===== config.mk =====
export PLATFORM = sky130hd
export DESIGN_NAME = delimited_text_to_csv
export DESIGN_NICKNAME = d
export VERILOG_FILES = /design/src/rtl/dtc_pkg.sv /design/src/rtl/delimited_text_to_csv.sv /design/src/rtl/dtc_ram.sv /design/src/rtl/dtc_cfg.sv /design/src/rtl/dtc_datapath.sv /design/src/rtl/dtc_ctrl.sv
export VERILOG_INCLUDE_DIRS = /design/src /design/src/rtl
export SDC_FILE = /design/constraint.sdc
export NUM_CORES = 2
export LEC_CHECK = 0
export ABC_CLOCK_PERIOD_IN_PS = 23300
export BUFFER_PORTS_ARGS = -buffer_cell sky130_fd_sc_hd__buf_2
export CAP_MARGIN = 40
export CORE_MARGIN = 8
export CORE_UTILIZATION = 60
export CTS_CLUSTER_SIZE = 14
export DETAILED_ROUTE_END_ITERATION = 6
export PLACE_DENSITY = 0.73
export SYNTH_ARGS = -nofsm -noshare
export SYNTH_HDL_FRONTEND = slang
export SYNTH_SLANG_ARGS = --single-unit

===== constraint.sdc =====
create_clock -name aclk -period 23.3 [get_ports aclk]
set_input_delay 2.33 -clock aclk [delete_from_list [all_inputs] [get_ports aclk]]
set_output_delay 2.33 -clock aclk [all_outputs]
set_load 0.01 [all_outputs]

===== src/rtl/delimited_text_to_csv_assert.svh =====
// ----------------------------------------------------------------------------
// Assertion macros for the delimited text to CSV block
// ----------------------------------------------------------------------------
`ifndef DELIMITED_TEXT_TO_CSV_ASSERT_SVH
`define DELIMITED_TEXT_TO_CSV_ASSERT_SVH

// property that must hold at every clock edge out of reset
`define DTC_ASSERT(lbl, prop, msg) \
    lbl: assert property (@(posedge aclk) disable iff (!aresetn) (prop)) else $error(msg);

// same-cycle implication
`define DTC_ASSERT_IMPLY(lbl, ante, cons, msg) \
    lbl: assert property (@(posedge aclk) disable iff (!aresetn) (ante) |-> (cons)) else $error(msg);

`endif


===== src/rtl/dtc_pkg.sv =====
`timescale 1ns / 1ps
// ----------------------------------------------------------------------------
// dtc_pkg
// Shared constants, types and helpers of the delimited text to CSV block.
// ----------------------------------------------------------------------------
package dtc_pkg;

    localparam int MAX_FIELD_BYTES   = 256;
    localparam int MAX_PATTERN_BYTES = 8;
    localparam int OUT_WORD_BYTES    = 16;

    localparam int FIELD_AW   = $clog2(MAX_FIELD_BYTES);
    localparam int LEN_W      = $clog2(MAX_FIELD_BYTES + 1);
    localparam int EXT_W      = LEN_W + 1;
    localparam int WIN_AW     = $clog2(MAX_PATTERN_BYTES);
    localparam int PLEN_W     = 4;
    localparam int CNT_W      = $clog2(OUT_WORD_BYTES + 1);
    localparam int WORD_AW    = $clog2(OUT_WORD_BYTES);
    localparam int PAT_W      = 8 * MAX_PATTERN_BYTES;
    localparam int CFG_DW     = 64;
    localparam int CFG_AW     = 6;
    localparam int OUT_BITS   = 8 * OUT_WORD_BYTES + CNT_W;
    localparam int OUT_TDATA_W = ((OUT_BITS + 7) / 8) * 8;
    localparam int CNT_LSB    = 8 * OUT_WORD_BYTES;

    localparam logic [7:0] CH_CR    = 8'h0D;
    localparam logic [7:0] CH_LF    = 8'h0A;
    localparam logic [7:0] CH_QUOTE = 8'h22;
    localparam logic [7:0] CH_COMMA = 8'h2C;
    localparam logic [7:0] CH_SPACE = 8'h20;
    localparam logic [7:0] CH_TAB   = 8'h09;

    localparam logic [7:0] RST_DELIM = 8'h09;

    typedef enum logic [2:0] {
        REG_DELIM = 3'd0,
        REG_QMODE = 3'd1,
        REG_CRPAT = 3'd2,
        REG_CRLEN = 3'd3,
        REG_LFPAT = 3'd4,
        REG_LFLEN = 3'd5
    } reg_idx_t;

    typedef enum logic [2:0] {
        QM_MIN      = 3'd0,
        QM_ALL      = 3'd1,
        QM_NONEMPTY = 3'd2,
        QM_BORDER   = 3'd3,
        QM_SPACE    = 3'd4
    } qmode_t;

    typedef enum logic [2:0] {
        PUSH_COMMA = 3'd0,
        PUSH_QUOTE = 3'd1,
        PUSH_DATA  = 3'd2,
        PUSH_CR    = 3'd3,
        PUSH_LF    = 3'd4
    } push_sel_t;

    typedef struct packed {
        logic [7:0]        delim;
        logic [2:0]        qmode;
        logic [PAT_W-1:0]  cr_pat;
        logic [PLEN_W-1:0] cr_len;
        logic [PAT_W-1:0]  lf_pat;
        logic [PLEN_W-1:0] lf_len;
    } cfg_t;

    typedef struct packed {
        logic      store;
        logic      run_start;
        logic      run_field;
        logic      pass_init;
        logic      pass_run;
        logic      pass_lf;
        logic      pass_end;
        logic      ei_clr;
        logic      ei_inc;
        logic      rd_emit;
        logic      push;
        push_sel_t push_sel;
        logic      flush;
        logic      field_clr;
    } cmd_t;

    typedef struct packed {
        logic in_eoi;
        logic in_delim;
        logic in_cr;
        logic in_lf;
        logic pass_done;
        logic quoted;
        logic ei_end;
        logic data_quote;
        logic push_ok;
        logic flush_ok;
        logic pack_empty;
    } stat_t;

    function automatic logic is_space(input logic [7:0] b);
        return (b == CH_SPACE) || (b == CH_TAB);
    endfunction

endpackage


===== src/rtl/delimited_text_to_csv.sv =====
`timescale 1ns / 1ps
// ----------------------------------------------------------------------------
// delimited_text_to_csv
// Converts delimited text into CSV with RFC 4180 style field quoting.
// ----------------------------------------------------------------------------
// Input stream: one text byte per transaction in s_tdata; s_tuser[0] set
// flushes an open final field and the byte is ignored.
// Output stream: 16-byte words; m_tdata holds the bytes and the byte count,
// m_tlast marks the last word of the run caused by one input transaction,
// m_tuser[0] flags a truncated field. A run can be empty (no words).
// Config: APB registers at 8*i, written by the user only while the block is
// idle; the block does not enforce it. Throughput: plain field bytes are
// taken one per cycle. A field end walks the 256-byte field RAM three times:
// a CR and an LF replace pass, each over the single read port with an 8-byte
// window, then emission, which reads each byte and then pushes it, with a
// second quote pushed after a quote byte.
// Stall: words wait in the output register; bytes keep packing until 16 are
// held, then the sequencer waits. s_tready is low while a run is built.
// Reset: line state, field length and packer count clear at once; the field
// RAM needs no clearing, only written entries are read.
// ----------------------------------------------------------------------------
module delimited_text_to_csv (
    input  logic                            aclk,
    input  logic                            aresetn,
    input  logic                            s_tvalid,
    output logic                            s_tready,
    input  logic [7:0]                      s_tdata,  // in_byte
    input  logic [0:0]                      s_tuser,  // end_of_input
    output logic                            m_tvalid,
    input  logic                            m_tready,
    // out_bytes_low, out_bytes_high, out_count, zero pad
    output logic [dtc_pkg::OUT_TDATA_W-1:0] m_tdata,
    output logic [0:0]                      m_tuser,  // field_overflow
    output logic                            m_tlast,
    input  logic                            psel,
    input  logic                            penable,
    input  logic                            pwrite,
    input  logic [dtc_pkg::CFG_AW-1:0]      paddr,
    input  logic [dtc_pkg::CFG_DW-1:0]      pwdata,
    output logic [dtc_pkg::CFG_DW-1:0]      prdata,
    output logic                            pready
);
    import dtc_pkg::*;

    cfg_t  cfg;
    cmd_t  cmd;
    stat_t st;
    logic  ovf;

    dtc_cfg u_cfg (
        .aclk    (aclk),
        .aresetn (aresetn),
        .psel    (psel),
        .penable (penable),
        .pwrite  (pwrite),
        .paddr   (paddr),
        .pwdata  (pwdata),
        .prdata  (prdata),
        .pready  (pready),
        .cfg     (cfg)
    );

    dtc_ctrl u_ctrl (
        .aclk     (aclk),
        .aresetn  (aresetn),
        .s_tvalid (s_tvalid),
        .s_tready (s_tready),
        .st       (st),
        .cmd      (cmd)
    );

    dtc_datapath u_dp (
        .aclk     (aclk),
        .aresetn  (aresetn),
        .cfg      (cfg),
        .cmd      (cmd),
        .st       (st),
        .in_byte  (s_tdata),
        .in_eoi   (s_tuser[0]),
        .m_tvalid (m_tvalid),
        .m_tready (m_tready),
        .m_tdata  (m_tdata),
        .m_tlast  (m_tlast),
        .m_ovf    (ovf)
    );

    assign m_tuser = ovf;

`include "delimited_text_to_csv_assert.svh"

    `DTC_ASSERT_IMPLY(a_word_count, m_tvalid, (m_tdata[CNT_LSB +: CNT_W] != '0) && (m_tdata[CNT_LSB +: CNT_W] <= CNT_W'(OUT_WORD_BYTES)), "word byte count out of range")
    `DTC_ASSERT_IMPLY(a_inner_full, m_tvalid && !m_tlast, m_tdata[CNT_LSB +: CNT_W] == CNT_W'(OUT_WORD_BYTES), "non-final word not full")
    `DTC_ASSERT_IMPLY(a_idle_empty, s_tready, st.pack_empty, "packer holds bytes while idle")

endmodule


===== src/rtl/dtc_ram.sv =====
`timescale 1ns / 1ps
// ----------------------------------------------------------------------------
// dtc_ram
// Generic simple dual-port RAM, one write port, one registered read port.
// ----------------------------------------------------------------------------
module dtc_ram #(
    parameter int WIDTH = 8,
    parameter int DEPTH = 256
) (
    input  logic                     aclk,
    input  logic                     we,
    input  logic [$clog2(DEPTH)-1:0] waddr,
    input  logic [WIDTH-1:0]         wdata,
    input  logic                     re,
    input  logic [$clog2(DEPTH)-1:0] raddr,
    output logic [WIDTH-1:0]         rdata
);

    logic [WIDTH-1:0] mem [DEPTH];
    logic [WIDTH-1:0] rdata_reg;

    always_ff @(posedge aclk) begin
        if (we) begin
            mem[waddr] <= wdata;
        end
        if (re) begin
            rdata_reg <= mem[raddr];
        end
    end

    assign rdata = rdata_reg;

endmodule


===== src/rtl/dtc_cfg.sv =====
`timescale 1ns / 1ps
// ----------------------------------------------------------------------------
// dtc_cfg
// APB register file: delimiter, quote mode and the two replace patterns.
// ----------------------------------------------------------------------------
module dtc_cfg (
    input  logic                       aclk,
    input  logic                       aresetn,
    input  logic                       psel,
    input  logic                       penable,
    input  logic                       pwrite,
    input  logic [dtc_pkg::CFG_AW-1:0] paddr,
    input  logic [dtc_pkg::CFG_DW-1:0] pwdata,
    output logic [dtc_pkg::CFG_DW-1:0] prdata,
    output logic                       pready,
    output dtc_pkg::cfg_t              cfg
);
    import dtc_pkg::*;

    cfg_t     cfg_reg, cfg_next;
    reg_idx_t idx;
    logic     wr_en;

    assign idx    = reg_idx_t'(paddr[CFG_AW-1:3]);
    assign wr_en  = psel && penable && pwrite;
    assign pready = 1'b1;
    assign cfg    = cfg_reg;

    always_comb begin
        cfg_next = cfg_reg;
        if (wr_en) begin
            case (idx)
                REG_DELIM: cfg_next.delim  = pwdata[7:0];
                REG_QMODE: cfg_next.qmode  = pwdata[2:0];
                REG_CRPAT: cfg_next.cr_pat = pwdata[PAT_W-1:0];
                REG_CRLEN: cfg_next.cr_len = pwdata[PLEN_W-1:0];
                REG_LFPAT: cfg_next.lf_pat = pwdata[PAT_W-1:0];
                REG_LFLEN: cfg_next.lf_len = pwdata[PLEN_W-1:0];
                default:   cfg_next = cfg_reg;
            endcase
        end
    end

    always_comb begin
        case (idx)
            REG_DELIM: prdata = CFG_DW'(cfg_reg.delim);
            REG_QMODE: prdata = CFG_DW'(cfg_reg.qmode);
            REG_CRPAT: prdata = CFG_DW'(cfg_reg.cr_pat);
            REG_CRLEN: prdata = CFG_DW'(cfg_reg.cr_len);
            REG_LFPAT: prdata = CFG_DW'(cfg_reg.lf_pat);
            REG_LFLEN: prdata = CFG_DW'(cfg_reg.lf_len);
            default:   prdata = '0;
        endcase
    end

    always_ff @(posedge aclk) begin
        if (!aresetn) begin
            // delimiter sits in the top byte of the packed struct
            cfg_reg <= cfg_t'({RST_DELIM, {($bits(cfg_t) - 8){1'b0}}});
        end else begin
            cfg_reg <= cfg_next;
        end
    end

endmodule


===== src/rtl/dtc_datapath.sv =====
`timescale 1ns / 1ps
// ----------------------------------------------------------------------------
// dtc_datapath
// Field buffer, in-place replace passes, field scan flags and word packer.
// ----------------------------------------------------------------------------
module dtc_datapath (
    input  logic                            aclk,
    input  logic                            aresetn,
    input  dtc_pkg::cfg_t                   cfg,
    input  dtc_pkg::cmd_t                   cmd,
    output dtc_pkg::stat_t                  st,
    input  logic [7:0]                      in_byte,
    input  logic                            in_eoi,
    output logic                            m_tvalid,
    input  logic                            m_tready,
    output logic [dtc_pkg::OUT_TDATA_W-1:0] m_tdata,
    output logic                            m_tlast,
    output logic                            m_ovf
);
    import dtc_pkg::*;

    // field state
    logic [LEN_W-1:0] len_reg, len_next;
    logic             trunc_reg, trunc_next;
    logic             run_ovf_reg, run_ovf_next;
    logic             hit_reg, hit_next;
    logic             aq_reg, aq_next, ac_reg, ac_next, as_reg, as_next;
    logic             fsp_reg, fsp_next, lsp_reg, lsp_next;

    // replace pass engine
    logic [LEN_W-1:0]  rd_reg, rd_next, fa_reg, fa_next;
    logic [LEN_W-1:0]  got_reg, got_next, wr_reg, wr_next;
    logic              pend_reg, pend_next;
    logic [WIN_AW-1:0] pend_addr_reg, pend_addr_next;
    logic [7:0]        win_reg [MAX_PATTERN_BYTES];
    logic [LEN_W-1:0]  ei_reg, ei_next;

    // packer and output register
    logic [7:0]             acc_reg [OUT_WORD_BYTES];
    logic [CNT_W-1:0]       cnt_reg, cnt_next;
    logic                   mv_reg, mv_next;
    logic [OUT_TDATA_W-1:0] md_reg, md_next;
    logic                   ml_reg, ml_next, mo_reg, mo_next;

    logic [PAT_W-1:0]  pat;
    logic [PLEN_W-1:0] plen_raw, plen;
    logic [7:0]        repl;
    logic [EXT_W-1:0]  rd_plen;
    logic              cmp_ok, match, ready, issue;
    logic              ram_we, ram_re;
    logic [FIELD_AW-1:0] ram_waddr, ram_raddr;
    logic [7:0]        ram_wdata, ram_rdata;
    logic              full_field, border, quoted;
    logic [7:0]        push_byte;
    logic              out_free, pack_full, xfer_full, xfer_last, xfer;

    assign pat      = cmd.pass_lf ? cfg.lf_pat : cfg.cr_pat;
    assign plen_raw = cmd.pass_lf ? cfg.lf_len : cfg.cr_len;
    assign plen     = (plen_raw > PLEN_W'(MAX_PATTERN_BYTES)) ?
                      PLEN_W'(MAX_PATTERN_BYTES) : plen_raw;
    assign repl     = cmd.pass_lf ? CH_LF : CH_CR;
    assign rd_plen  = {1'b0, rd_reg} + EXT_W'(plen);

    always_comb begin
        cmp_ok = 1'b1;
        for (int k = 0; k < MAX_PATTERN_BYTES; k++) begin
            if ((PLEN_W'(k) < plen) &&
                (win_reg[WIN_AW'(rd_reg[WIN_AW-1:0] + WIN_AW'(k))] != pat[8*k +: 8])) begin
                cmp_ok = 1'b0;
            end
        end
    end

    // a decision needs the whole pattern window, or the end of the field
    assign ready = cmd.pass_run && (got_reg > rd_reg) &&
                   (({1'b0, got_reg} >= rd_plen) || (got_reg == len_reg));
    assign match = (plen != '0) && (rd_plen <= {1'b0, len_reg}) && cmp_ok;
    assign issue = cmd.pass_run && (fa_reg < len_reg) &&
                   ((fa_reg - rd_reg) < LEN_W'(MAX_PATTERN_BYTES));

    assign full_field = len_reg[LEN_W-1];
    assign ram_we     = (cmd.store && !full_field) || ready;
    assign ram_waddr  = cmd.store ? len_reg[FIELD_AW-1:0] : wr_reg[FIELD_AW-1:0];
    assign ram_wdata  = cmd.store ? in_byte :
                        (match ? repl : win_reg[rd_reg[WIN_AW-1:0]]);
    assign ram_re     = issue || cmd.rd_emit;
    assign ram_raddr  = issue ? fa_reg[FIELD_AW-1:0] : ei_reg[FIELD_AW-1:0];

    dtc_ram #(
        .WIDTH (8),
        .DEPTH (MAX_FIELD_BYTES)
    ) u_store (
        .aclk  (aclk),
        .we    (ram_we),
        .waddr (ram_waddr),
        .wdata (ram_wdata),
        .re    (ram_re),
        .raddr (ram_raddr),
        .rdata (ram_rdata)
    );

    always_comb begin
        len_next       = len_reg;
        trunc_next     = trunc_reg;
        run_ovf_next   = run_ovf_reg;
        hit_next       = hit_reg;
        aq_next        = aq_reg;
        ac_next        = ac_reg;
        as_next        = as_reg;
        fsp_next       = fsp_reg;
        lsp_next       = lsp_reg;
        rd_next        = rd_reg;
        fa_next        = fa_reg;
        got_next       = got_reg;
        wr_next        = wr_reg;
        pend_next      = issue;
        pend_addr_next = fa_reg[WIN_AW-1:0];
        ei_next        = ei_reg;

        if (cmd.store) begin
            if (full_field) begin
                trunc_next = 1'b1;
            end else begin
                len_next = len_reg + 1'b1;
            end
        end
        if (cmd.run_start) begin
            run_ovf_next = cmd.run_field && trunc_reg;
            hit_next     = 1'b0;
        end
        if (issue) begin
            fa_next = fa_reg + 1'b1;
        end
        if (pend_reg) begin
            got_next = got_reg + 1'b1;
        end
        if (ready) begin
            wr_next = wr_reg + 1'b1;
            rd_next = match ? rd_plen[LEN_W-1:0] : rd_reg + 1'b1;
            if (match) begin
                hit_next = 1'b1;
            end
            if (cmd.pass_lf) begin
                if (ram_wdata == CH_QUOTE) aq_next = 1'b1;
                if (ram_wdata == CH_COMMA) ac_next = 1'b1;
                if (is_space(ram_wdata))   as_next = 1'b1;
                if (wr_reg == '0)          fsp_next = is_space(ram_wdata);
                lsp_next = is_space(ram_wdata);
            end
        end
        if (cmd.pass_end) begin
            len_next = wr_reg;
        end
        if (cmd.pass_init) begin
            rd_next   = '0;
            fa_next   = '0;
            got_next  = '0;
            wr_next   = '0;
            pend_next = 1'b0;
            if (cmd.pass_lf) begin
                aq_next  = 1'b0;
                ac_next  = 1'b0;
                as_next  = 1'b0;
                fsp_next = 1'b0;
                lsp_next = 1'b0;
            end
        end
        if (cmd.field_clr) begin
            len_next   = '0;
            trunc_next = 1'b0;
        end
        if (cmd.ei_clr) begin
            ei_next = '0;
        end else if (cmd.ei_inc) begin
            ei_next = ei_reg + 1'b1;
        end
    end

    assign border = (len_reg != '0) && (fsp_reg || lsp_reg);

    always_comb begin
        quoted = hit_reg || aq_reg || ac_reg;
        case (qmode_t'(cfg.qmode))
            QM_ALL:      quoted = 1'b1;
            QM_NONEMPTY: if (len_reg != '0) quoted = 1'b1;
            QM_BORDER:   if (border) quoted = 1'b1;
            QM_SPACE:    if (as_reg) quoted = 1'b1;
            default:     quoted = hit_reg || aq_reg || ac_reg;
        endcase
    end

    always_comb begin
        case (cmd.push_sel)
            PUSH_COMMA: push_byte = CH_COMMA;
            PUSH_QUOTE: push_byte = CH_QUOTE;
            PUSH_DATA:  push_byte = ram_rdata;
            PUSH_CR:    push_byte = CH_CR;
            PUSH_LF:    push_byte = CH_LF;
            default:    push_byte = CH_COMMA;
        endcase
    end

    // a full word leaves only once another byte shows it is not the last
    assign out_free  = !mv_reg || m_tready;
    assign pack_full = (cnt_reg == CNT_W'(OUT_WORD_BYTES));
    assign xfer_full = cmd.push && pack_full && out_free;
    assign xfer_last = cmd.flush && (cnt_reg != '0) && out_free;
    assign xfer      = xfer_full || xfer_last;

    always_comb begin
        cnt_next = cnt_reg;
        mv_next  = mv_reg && !m_tready;
        md_next  = md_reg;
        ml_next  = ml_reg;
        mo_next  = mo_reg;
        if (xfer) begin
            cnt_next = '0;
            mv_next  = 1'b1;
            md_next  = '0;
            for (int k = 0; k < OUT_WORD_BYTES; k++) begin
                if (CNT_W'(k) < cnt_reg) begin
                    md_next[8*k +: 8] = acc_reg[k];
                end
            end
            md_next[CNT_LSB +: CNT_W] = cnt_reg;
            ml_next = xfer_last;
            mo_next = run_ovf_reg;
        end else if (cmd.push && !pack_full) begin
            cnt_next = cnt_reg + 1'b1;
        end
    end

    always_ff @(posedge aclk) begin
        if (pend_reg) begin
            win_reg[pend_addr_reg] <= ram_rdata;
        end
        if (cmd.push && !pack_full) begin
            acc_reg[cnt_reg[WORD_AW-1:0]] <= push_byte;
        end
        pend_addr_reg <= pend_addr_next;
        md_reg        <= md_next;
        ml_reg        <= ml_next;
        mo_reg        <= mo_next;
        rd_reg        <= rd_next;
        fa_reg        <= fa_next;
        got_reg       <= got_next;
        wr_reg        <= wr_next;
        ei_reg        <= ei_next;
        aq_reg        <= aq_next;
        ac_reg        <= ac_next;
        as_reg        <= as_next;
        fsp_reg       <= fsp_next;
        lsp_reg       <= lsp_next;
        hit_reg       <= hit_next;
        run_ovf_reg   <= run_ovf_next;
    end

    always_ff @(posedge aclk) begin
        if (!aresetn) begin
            len_reg   <= '0;
            trunc_reg <= 1'b0;
            pend_reg  <= 1'b0;
            cnt_reg   <= '0;
            mv_reg    <= 1'b0;
        end else begin
            len_reg   <= len_next;
            trunc_reg <= trunc_next;
            pend_reg  <= pend_next;
            cnt_reg   <= cnt_next;
            mv_reg    <= mv_next;
        end
    end

    assign m_tvalid = mv_reg;
    assign m_tdata  = md_reg;
    assign m_tlast  = ml_reg;
    assign m_ovf    = mo_reg;

    assign st.in_eoi     = in_eoi;
    assign st.in_delim   = (in_byte == cfg.delim);
    assign st.in_cr      = (in_byte == CH_CR);
    assign st.in_lf      = (in_byte == CH_LF);
    assign st.pass_done  = (rd_reg == len_reg);
    assign st.quoted     = quoted;
    assign st.ei_end     = (ei_reg == len_reg);
    assign st.data_quote = (ram_rdata == CH_QUOTE);
    assign st.push_ok    = !pack_full;
    assign st.flush_ok   = (cnt_reg == '0) || out_free;
    assign st.pack_empty = (cnt_reg == '0);

endmodule


===== src/rtl/dtc_ctrl.sv =====
`timescale 1ns / 1ps
// ----------------------------------------------------------------------------
// dtc_ctrl
// Sequencer: byte intake, replace passes, field emission and word flush.
// ----------------------------------------------------------------------------
module dtc_ctrl (
    input  logic           aclk,
    input  logic           aresetn,
    input  logic           s_tvalid,
    output logic           s_tready,
    input  dtc_pkg::stat_t st,
    output dtc_pkg::cmd_t  cmd
);
    import dtc_pkg::*;

    typedef enum logic [10:0] {
        S_IDLE  = 11'b00000000001,
        S_CRP   = 11'b00000000010,
        S_LFP   = 11'b00000000100,
        S_COMMA = 11'b00000001000,
        S_OQ    = 11'b00000010000,
        S_DRD   = 11'b00000100000,
        S_DWR   = 11'b00001000000,
        S_DQ    = 11'b00010000000,
        S_CQ    = 11'b00100000000,
        S_TERM  = 11'b01000000000,
        S_FLUSH = 11'b10000000000
    } state_t;

    state_t state_reg, state_next;
    logic   ls_reg, ls_next;     // output at line start
    logic   open_reg, open_next; // input line open
    logic   pcr_reg, pcr_next;   // previous byte was CR
    logic   tcr_reg, tcr_next, tlf_reg, tlf_next;
    logic   endl_reg, endl_next;

    assign s_tready = (state_reg == S_IDLE);

    always_comb begin
        state_next = state_reg;
        ls_next    = ls_reg;
        open_next  = open_reg;
        pcr_next   = pcr_reg;
        tcr_next   = tcr_reg;
        tlf_next   = tlf_reg;
        endl_next  = endl_reg;
        cmd        = '0;

        case (state_reg)
            S_IDLE: begin
                if (s_tvalid) begin
                    tcr_next  = 1'b0;
                    tlf_next  = 1'b0;
                    endl_next = 1'b1;
                    if (st.in_eoi) begin
                        if (open_reg) begin
                            cmd.run_start = 1'b1;
                            cmd.run_field = 1'b1;
                            cmd.pass_init = 1'b1;
                            state_next    = S_CRP;
                        end
                        open_next = 1'b0;
                        pcr_next  = 1'b0;
                    end else if (st.in_delim) begin
                        cmd.run_start = 1'b1;
                        cmd.run_field = 1'b1;
                        cmd.pass_init = 1'b1;
                        state_next    = S_CRP;
                        endl_next     = 1'b0;
                        open_next     = 1'b1;
                        pcr_next      = 1'b0;
                    end else if (st.in_cr) begin
                        cmd.run_start = 1'b1;
                        cmd.run_field = 1'b1;
                        cmd.pass_init = 1'b1;
                        state_next    = S_CRP;
                        tcr_next      = 1'b1;
                        open_next     = 1'b0;
                        pcr_next      = 1'b1;
                    end else if (st.in_lf) begin
                        // LF right after CR goes out alone
                        cmd.run_start = 1'b1;
                        tlf_next      = 1'b1;
                        if (pcr_reg) begin
                            state_next = S_TERM;
                        end else begin
                            cmd.run_field = 1'b1;
                            cmd.pass_init = 1'b1;
                            state_next    = S_CRP;
                        end
                        open_next = 1'b0;
                        pcr_next  = 1'b0;
                    end else begin
                        cmd.store = 1'b1;
                        open_next = 1'b1;
                        pcr_next  = 1'b0;
                    end
                end
            end
            S_CRP: begin
                if (st.pass_done) begin
                    cmd.pass_end  = 1'b1;
                    cmd.pass_init = 1'b1;
                    cmd.pass_lf   = 1'b1;
                    state_next    = S_LFP;
                end else begin
                    cmd.pass_run = 1'b1;
                end
            end
            S_LFP: begin
                cmd.pass_lf = 1'b1;
                if (st.pass_done) begin
                    cmd.pass_end = 1'b1;
                    state_next   = S_COMMA;
                end else begin
                    cmd.pass_run = 1'b1;
                end
            end
            S_COMMA: begin
                if (ls_reg) begin
                    state_next = S_OQ;
                end else begin
                    cmd.push     = 1'b1;
                    cmd.push_sel = PUSH_COMMA;
                    if (st.push_ok) state_next = S_OQ;
                end
            end
            S_OQ: begin
                if (!st.quoted) begin
                    cmd.ei_clr = 1'b1;
                    state_next = S_DRD;
                end else begin
                    cmd.push     = 1'b1;
                    cmd.push_sel = PUSH_QUOTE;
                    if (st.push_ok) begin
                        cmd.ei_clr = 1'b1;
                        state_next = S_DRD;
                    end
                end
            end
            S_DRD: begin
                if (st.ei_end) begin
                    state_next = S_CQ;
                end else begin
                    cmd.rd_emit = 1'b1;
                    state_next  = S_DWR;
                end
            end
            S_DWR: begin
                cmd.push     = 1'b1;
                cmd.push_sel = PUSH_DATA;
                if (st.push_ok) begin
                    if (st.data_quote) begin
                        state_next = S_DQ;
                    end else begin
                        cmd.ei_inc = 1'b1;
                        state_next = S_DRD;
                    end
                end
            end
            S_DQ: begin
                cmd.push     = 1'b1;
                cmd.push_sel = PUSH_QUOTE;
                if (st.push_ok) begin
                    cmd.ei_inc = 1'b1;
                    state_next = S_DRD;
                end
            end
            S_CQ: begin
                if (!st.quoted) begin
                    cmd.field_clr = 1'b1;
                    ls_next       = 1'b0;
                    state_next    = S_TERM;
                end else begin
                    cmd.push     = 1'b1;
                    cmd.push_sel = PUSH_QUOTE;
                    if (st.push_ok) begin
                        cmd.field_clr = 1'b1;
                        ls_next       = 1'b0;
                        state_next    = S_TERM;
                    end
                end
            end
            S_TERM: begin
                if (tcr_reg || tlf_reg) begin
                    cmd.push     = 1'b1;
                    cmd.push_sel = tcr_reg ? PUSH_CR : PUSH_LF;
                    if (st.push_ok) begin
                        ls_next    = endl_reg;
                        state_next = S_FLUSH;
                    end
                end else begin
                    ls_next    = endl_reg;
                    state_next = S_FLUSH;
                end
            end
            S_FLUSH: begin
                cmd.flush = 1'b1;
                if (st.flush_ok) state_next = S_IDLE;
            end
            default: state_next = S_IDLE;
        endcase
    end

    always_ff @(posedge aclk) begin
        tcr_reg  <= tcr_next;
        tlf_reg  <= tlf_next;
        endl_reg <= endl_next;
    end

    always_ff @(posedge aclk) begin
        if (!aresetn) begin
            state_reg <= S_IDLE;
            ls_reg    <= 1'b1;
            open_reg  <= 1'b0;
            pcr_reg   <= 1'b0;
        end else begin
            state_reg <= state_next;
            ls_reg    <= ls_next;
            open_reg  <= open_next;
            pcr_reg   <= pcr_next;
        end
    end

endmodule

## Word level (Yosys, flattened, before mapping)

Memories as Yosys holds them, arrays and structs flattened. A register that Yosys moved wholly into a read port is not among the register bits.
Cells that the tools add are included.

- Logic and storage cells: 348
- Memories kept: 3
- Bits in registers: 243
- RAM bits: 2240
- Output and inout port bits: 205
- Input bits: 86

Memories:

| memory | words | width | rd ports | clocked after memory_dff | write ports | line | source |
|---|---|---|---|---|---|---|---|
| u_dp.u_store.mem | 256 | 8 | 1 | 1 | 1 | dtc_ram.sv:19 | `logic [WIDTH-1:0] mem [DEPTH];` |
| u_dp.acc_reg | 16 | 8 | 16 | 16 | 1 | dtc_datapath.sv:39 | `logic [7:0] acc_reg [OUT_WORD_BYTES];` |
| u_dp.win_reg | 8 | 8 | 8 | 1 | 1 | dtc_datapath.sv:35 | `logic [7:0] win_reg [MAX_PATTERN_BYTES];` |

- Order comparisons: 30
- $add $sub $neg: 16
- Reduce and logical (&&, ||, !) cells: 80
- Equal/unequal tests: 55
- Bitwise gates (word level): 1
- Muxes and demuxes: 128

Operator list:

| kind | count |
|---|---|
| $pmux 64 s6 | 1 |
| $mux 11 | 18 |
| $pmux 11 s11 | 1 |
| $mux 1 | 71 |
| $mux 64 | 1 |
| $ne 8x8->1 | 8 |
| $add 9x1->9 const B | 6 |
| $mux 9 | 5 |
| $lt 4x5->1 const A | 8 |
| $mux 8 | 5 |
| $eq 8x6->1 const B | 4 |
| $pmux 8 s4 | 1 |
| $mux 3 | 10 |
| $eq 9x9->1 | 3 |
| $logic_and 1x1->1 | 25 |
| $eq 8x4->1 const B | 3 |
| $mux 4 | 6 |
| $logic_not 1->1 | 20 |
| $lt 3x5->1 const A | 4 |
| $pmux 4 s5 | 1 |
| $eq 3x2->1 const B | 6 |
| $reduce_and 2->1 | 9 |
| $lt 3x4->1 const A | 4 |
| $add 3x3->3 const B | 4 |
| 52 further kinds | 86 |

## Logic depth before layout (Yosys ltp)

- Word-level depth: 26
- Depth in mapped cells: 28
- Depth with buffers taken out: 25

## By module

Synthesis repeated with hierarchy kept, for this count alone.

- Cells, all modules: 6366
- Area total of the unflattened synthesis: 109895.4 µm²

Modules (own cells, without submodules):

| module | area each (µm²) | cells each | times used |
|---|---|---|---|
| dtc_ram | 79636.4 | 3733 | 1 |
| dtc_datapath | 22594.2 | 1807 | 1 |
| dtc_cfg | 6453.7 | 669 | 1 |
| dtc_ctrl | 1211.2 | 157 | 1 |

## Worst setup path before layout

No wires, ideal clock.

- Path type: register to register
- From: reg u_dp.len_reg[8]
- To: mem u_dp.u_store.mem[0][3] (data pin)
- Clock period less this slack: 14.331 ns
- Cell stages (with the launch flop): 26
- Data required time: 21.572 ns
- Path slack: 8.969 ns
- Arrival: 12.603 ns
- Library setup time: 1.728 ns
- Cell sequence: dfxtp_1 buf_6 xor2_1 nor4_2 nand4b_4 nand2_2 buf_6 buf_6 buf_6 mux2i_1 nor2_1 ha_1 a31o_2 a21oi_1 o31ai_4 nor3b_1 xnor2_1 ha_1 nand2_1 nor3_1 o21ai_0 or4_1 and4b_1 nand2_1 clkbuf_1 a31oi_1

- Word-level cells in the longest chain between the ends: 19
- Elaborated cells on any way between the ends: 46
- Classes of those cells: 1 x add/sub; 10 x order compare; 9 x eq/ne; 15 x mux; 11 x reduce/logical

Ends and longest elaborated chain:

| element | line | source |
|---|---|---|
| start, declared | dtc_datapath.sv:23 | `logic [LEN_W-1:0] len_reg, len_next;` |
| start signal, assigned | dtc_datapath.sv:266 | `len_reg <= len_next;` |
| $eq 9x9->1 | dtc_datapath.sv:283 | `assign st.pass_done = (rd_reg == len_reg);` |
| $mux 2 | dtc_ctrl.sv:101 | `if (st.pass_done) begin` |
| $pmux 3 s2 | dtc_ctrl.sv:49 | `case (state_reg)` |
| $mux 4 | dtc_datapath.sv:58 | `assign plen_raw = cmd.pass_lf ? cfg.lf_len : cfg.cr_len;` |
| $gt 4x4->1 | dtc_datapath.sv:59 | `assign plen = (plen_raw > PLEN_W'(MAX_PATTERN_BYTES)) ?` |
| $mux 4 | dtc_datapath.sv:59 |  |
| $lt 1x4->1 | dtc_datapath.sv:67 | `if ((PLEN_W'(k) < plen) &&` |
| $logic_and 1x1->1 | dtc_datapath.sv:67 |  |
| $mux 1 (8 in a row) | dtc_datapath.sv:67 |  |
| $logic_and 1x1->1 * | dtc_datapath.sv:77 | `assign match = (plen != '0) && (rd_plen <= {1'b0, len_reg}) && cmp_ok;` |
| $mux 8 * | dtc_datapath.sv:85 | `(match ? repl : win_reg[rd_reg[WIN_AW-1:0]]);` |
| $mux 8 * | dtc_datapath.sv:84 | `assign ram_wdata = cmd.store ? in_byte :` |
| net u_dp.ram_wdata[3] | dtc_datapath.sv:52 | `logic [7:0] ram_wdata, ram_rdata;` |
| end, declared | dtc_ram.sv:19 |  |

The timed path passes the listed nets; every way through them passes the cells marked *.

## Worst setup path after layout

- From: reg u_dp.len_reg[8]
- To: mem u_dp.u_store.mem[9][3] (data pin)

The elaborated chain is that of the path after synthesis.

==> impl_metrics.ini <==
[yosys]
async_flop_share_pct = 0
synth_top_flop_cell = edfxtp_1
synth_area_sq_um = 110000
synth.distinct_cells = 98
syn_inst = 8537
yosysWarnings = 0
ys_seq_area_share_pct = 69.3
synth-seq-cells = 2622
synth_area_per_cell_sq_um = 12.9
synth_edf_count = 2392

[layout]
syn_to_final_growth_pct = 11.5
drive_gt1_share_pct = 11.5
final_cell_mix = edfxtp_1 (2392), nand2_1 (1808), nor2_1 (461)
layout_commonest_cell = edfxtp_1
fillers = 12587
design_area_sq_um = 123000
nets = 8896
largest_reg_flops = 2048
fin_cells = 11420

[power_and_ir_drop]
netSwitchingPower_uw = 3750
vdd_ir_drop_max_mv = 0.106
p_per_area_nw_per_um2 = 99.5
p_leak_uw = 0.0429
swShare_pct = 30.6
pwr-share-clk_pct = 34.4
combPwrFrac_pct = 22.1
seqPwrFrac_pct = 43.6
p_int_uw = 8500

[clock_network]
cts_htree_levels = 5
cts_resized = 0
cts_tree = yes
post_cts_buffers = 0
clkLatencyLatePin_ps = 940
cts.reportedPaths.clkPinSlew_ps = 60
cts_buffer_depth = 4
cts_root_buffer = clkbuf_16
cts.sinks = 2622
cts_hold_buffers = 0
numCtsBuffers = 280

[setup_path]
r2r-end = u_dp.u_store.mem[9][3]
crit_chain = xor2_1 -> nor4_2 -> nand4b_4 -> nand2_4 -> mux2i_1 -> nor2_1 -> ha_1 -> ha_1 -> a21oi_1 -> o21bai_1 -> a21oi_1 -> nor2_1 -> xnor2_1 -> ha_1 -> nand4_1 -> nor3_1 -> o21ai_0 -> or4_1 -> and4b_1 -> nand2_1 -> a31oi_4 -> buf_4 -> buf_4
required_ps = 23830
max_stage_delay_ps = 820
path_max_fanout = 88
cp-start-kind = flop
end_kind = flop
cpMostUsedCell = ha_1
crit_type = flop to flop
cp.arrival_ps = 9360
ff2ff_setup_slack_ps = 14470
slowest_stage = buf_4
reg2reg_depth = 23
rr_startpoint = u_dp.len_reg[8]

[floorplanning]
rows = 157
core_sq_um = 183000
die_w_um = 445
start_util_pct = 60.3
ios = 291
dieHeight_um = 445
dieArea_sq_um = 198000

[min_path]
worstHoldEndpoint = u_dp.m_ovf
min_path_cells = 0
hold_path.startpoint = u_dp.run_ovf_reg
min_path_type = flop to flop

[timing]
post-route-period-util_pct = 37.9
relSlewSlack_pct = 16.0
setup_tns_ps = 0
fin_skew_ps = 66.7
finalMaxSlewViolations = 0
hold_violations = 0
finalSetupViolCount = 0
fmax_mhz = 113
finalCriticalPeriod_ps = 8830
setup_slack_ps = 14470
rsz0062_at_grt = no
worstMarginPinSlew_ps = 1260

[drt]
drc = 2
drt-total-wl_um = 320000
wl_per_cell_um = 28.0
vias = 74472
dr.pass1.iters = 7
vias_per_cell = 6.52
postRouteAntennaNets = 0
drtIter0Drc = 10712

[global_routing]
grt_overflow_total = 0
first_global_vias = 70175
grt_usage_pct = 31.2
grt_pass1_wl_um = 464000
grt_antenna_before_repair = 13
grt_max_degree = 256

[placement]
place_hpwl_um = 191000
place_congestion = 0.919
place_area_sq_um = 114000
dp_slack_ps = 14730
port-buffer-count = 283
dp_cells = 10931

[outcome]
outcome = finished, violations left
violations = DRC

[flow_run]
drv_cap = 0
cells by family after synthesis:
family | Yosys count | share of synthesized area (%)
and+or+nand+nor | 3289 | 13.2
DFF | 2622 | 69.3
AOI/OAI and AO/OA | 1325 | 7.86
buffers and inverters | 612 | 2.55
muxes | 475 | 5.23
xor gates and xnor gates | 151 | 1.20
adders and majority gates | 61 | 0.690
other | 2 | 0.00681
layer usage:
metal	track usage [%]	vias to the layer above	routed length [um]
met2	48.3	5064	145000
met3	7.38	914	40200
met5	0.433	-	7
met1	41.7	36331	116000
met4	15.9	2	18700
li1	-	32161	-
metrics by stage:
stage	utilization (%)	hold WS, ps	total power [uW]
2_1_floorplan	-	398	7250
3_3_place_gp	62.2	455	7970
6_report	67.3	421	12200
4_1_cts	67.2	425	12200
3_5_place_dp	62.6	437	8050
5_1_grt	67.3	432	12600
area by class of cell:
| class | instances | area [sq um] | share of cell area (%) |
|---|---|---|---|
| multi-input cells | 5305 | 31400 | 25.5 |
| repair buffers | 485 | 3370 | 2.74 |
| clock buffers | 353 | 7580 | 6.16 |
| well taps | 2464 | 3080 | 2.51 |
| diodes | 13 | 32.5 | 0.0264 |
| flip-flops and latches | 2622 | 76400 | 62.1 |
| clock inverters | 122 | 930 | 0.756 |
| inverters | 56 | 220 | 0.179 |
how the worst max path moves through the flow:
stage	endpoint	depth (start not counted)	startpoint	slack, ps
2_1_floorplan	u_dp.u_store.mem[0][3]	25	u_dp.len_reg[8]	8970
3_3_place_gp	u_dp.u_store.mem[60][3]	23	u_dp.len_reg[8]	14220
3_5_place_dp	u_dp.u_store.mem[8][3]	23	u_dp.len_reg[8]	14730
4_1_cts	u_dp.u_store.mem[9][3]	23	u_dp.len_reg[8]	14660
5_1_grt	u_dp.u_store.mem[8][3]	23	u_dp.len_reg[8]	14070
6_report	u_dp.u_store.mem[9][3]	23	u_dp.len_reg[8]	14470
power by group through the flow:
stage / clock network (uW) / logic (uW) / registers (uW)
after floorplan: 0 / 1770 / 5480
after global placement: 0 / 2540 / 5440
after detailed placement: 0 / 2620 / 5430
after CTS: 4230 / 2630 / 5330
after global routing: 4410 / 2860 / 5330
final: 4210 / 2710 / 5330
cell usage after synthesis (60+ instances only):
library cell	count	area (sq um)
edfxtp_1	2392	71800
nand2_1	1812	6800
nor2_1	475	1780
a21oi_1	452	2260
mux2i_1	381	3810
nand3_1	323	1620
clkbuf_1	263	987
dfxtp_1	230	4600
and3_1	217	1360
buf_2	208	1040
a31oi_1	164	1030
a211oi_1	125	938
nor2b_1	110	688
o21ai_0	110	551
nor3_1	105	526
xnor2_1	94	823
mux4_2	80	1800
a22o_1	69	604
o22ai_1	69	432
a311oi_1	68	596
nand4_1	64	400
ha_1	60	751
critical path, delay by kind of cell, from the launching register on:
kind            cells  cell delay, ps
fa+ha+maj           3             820
xor+xnor            2             330
simple gates       10            3040
flops               1             650
mux                 1             570
buf+inv             2            1520
compound gates      5            1350
No activity file was read; power rests on OpenSTA's default activity.
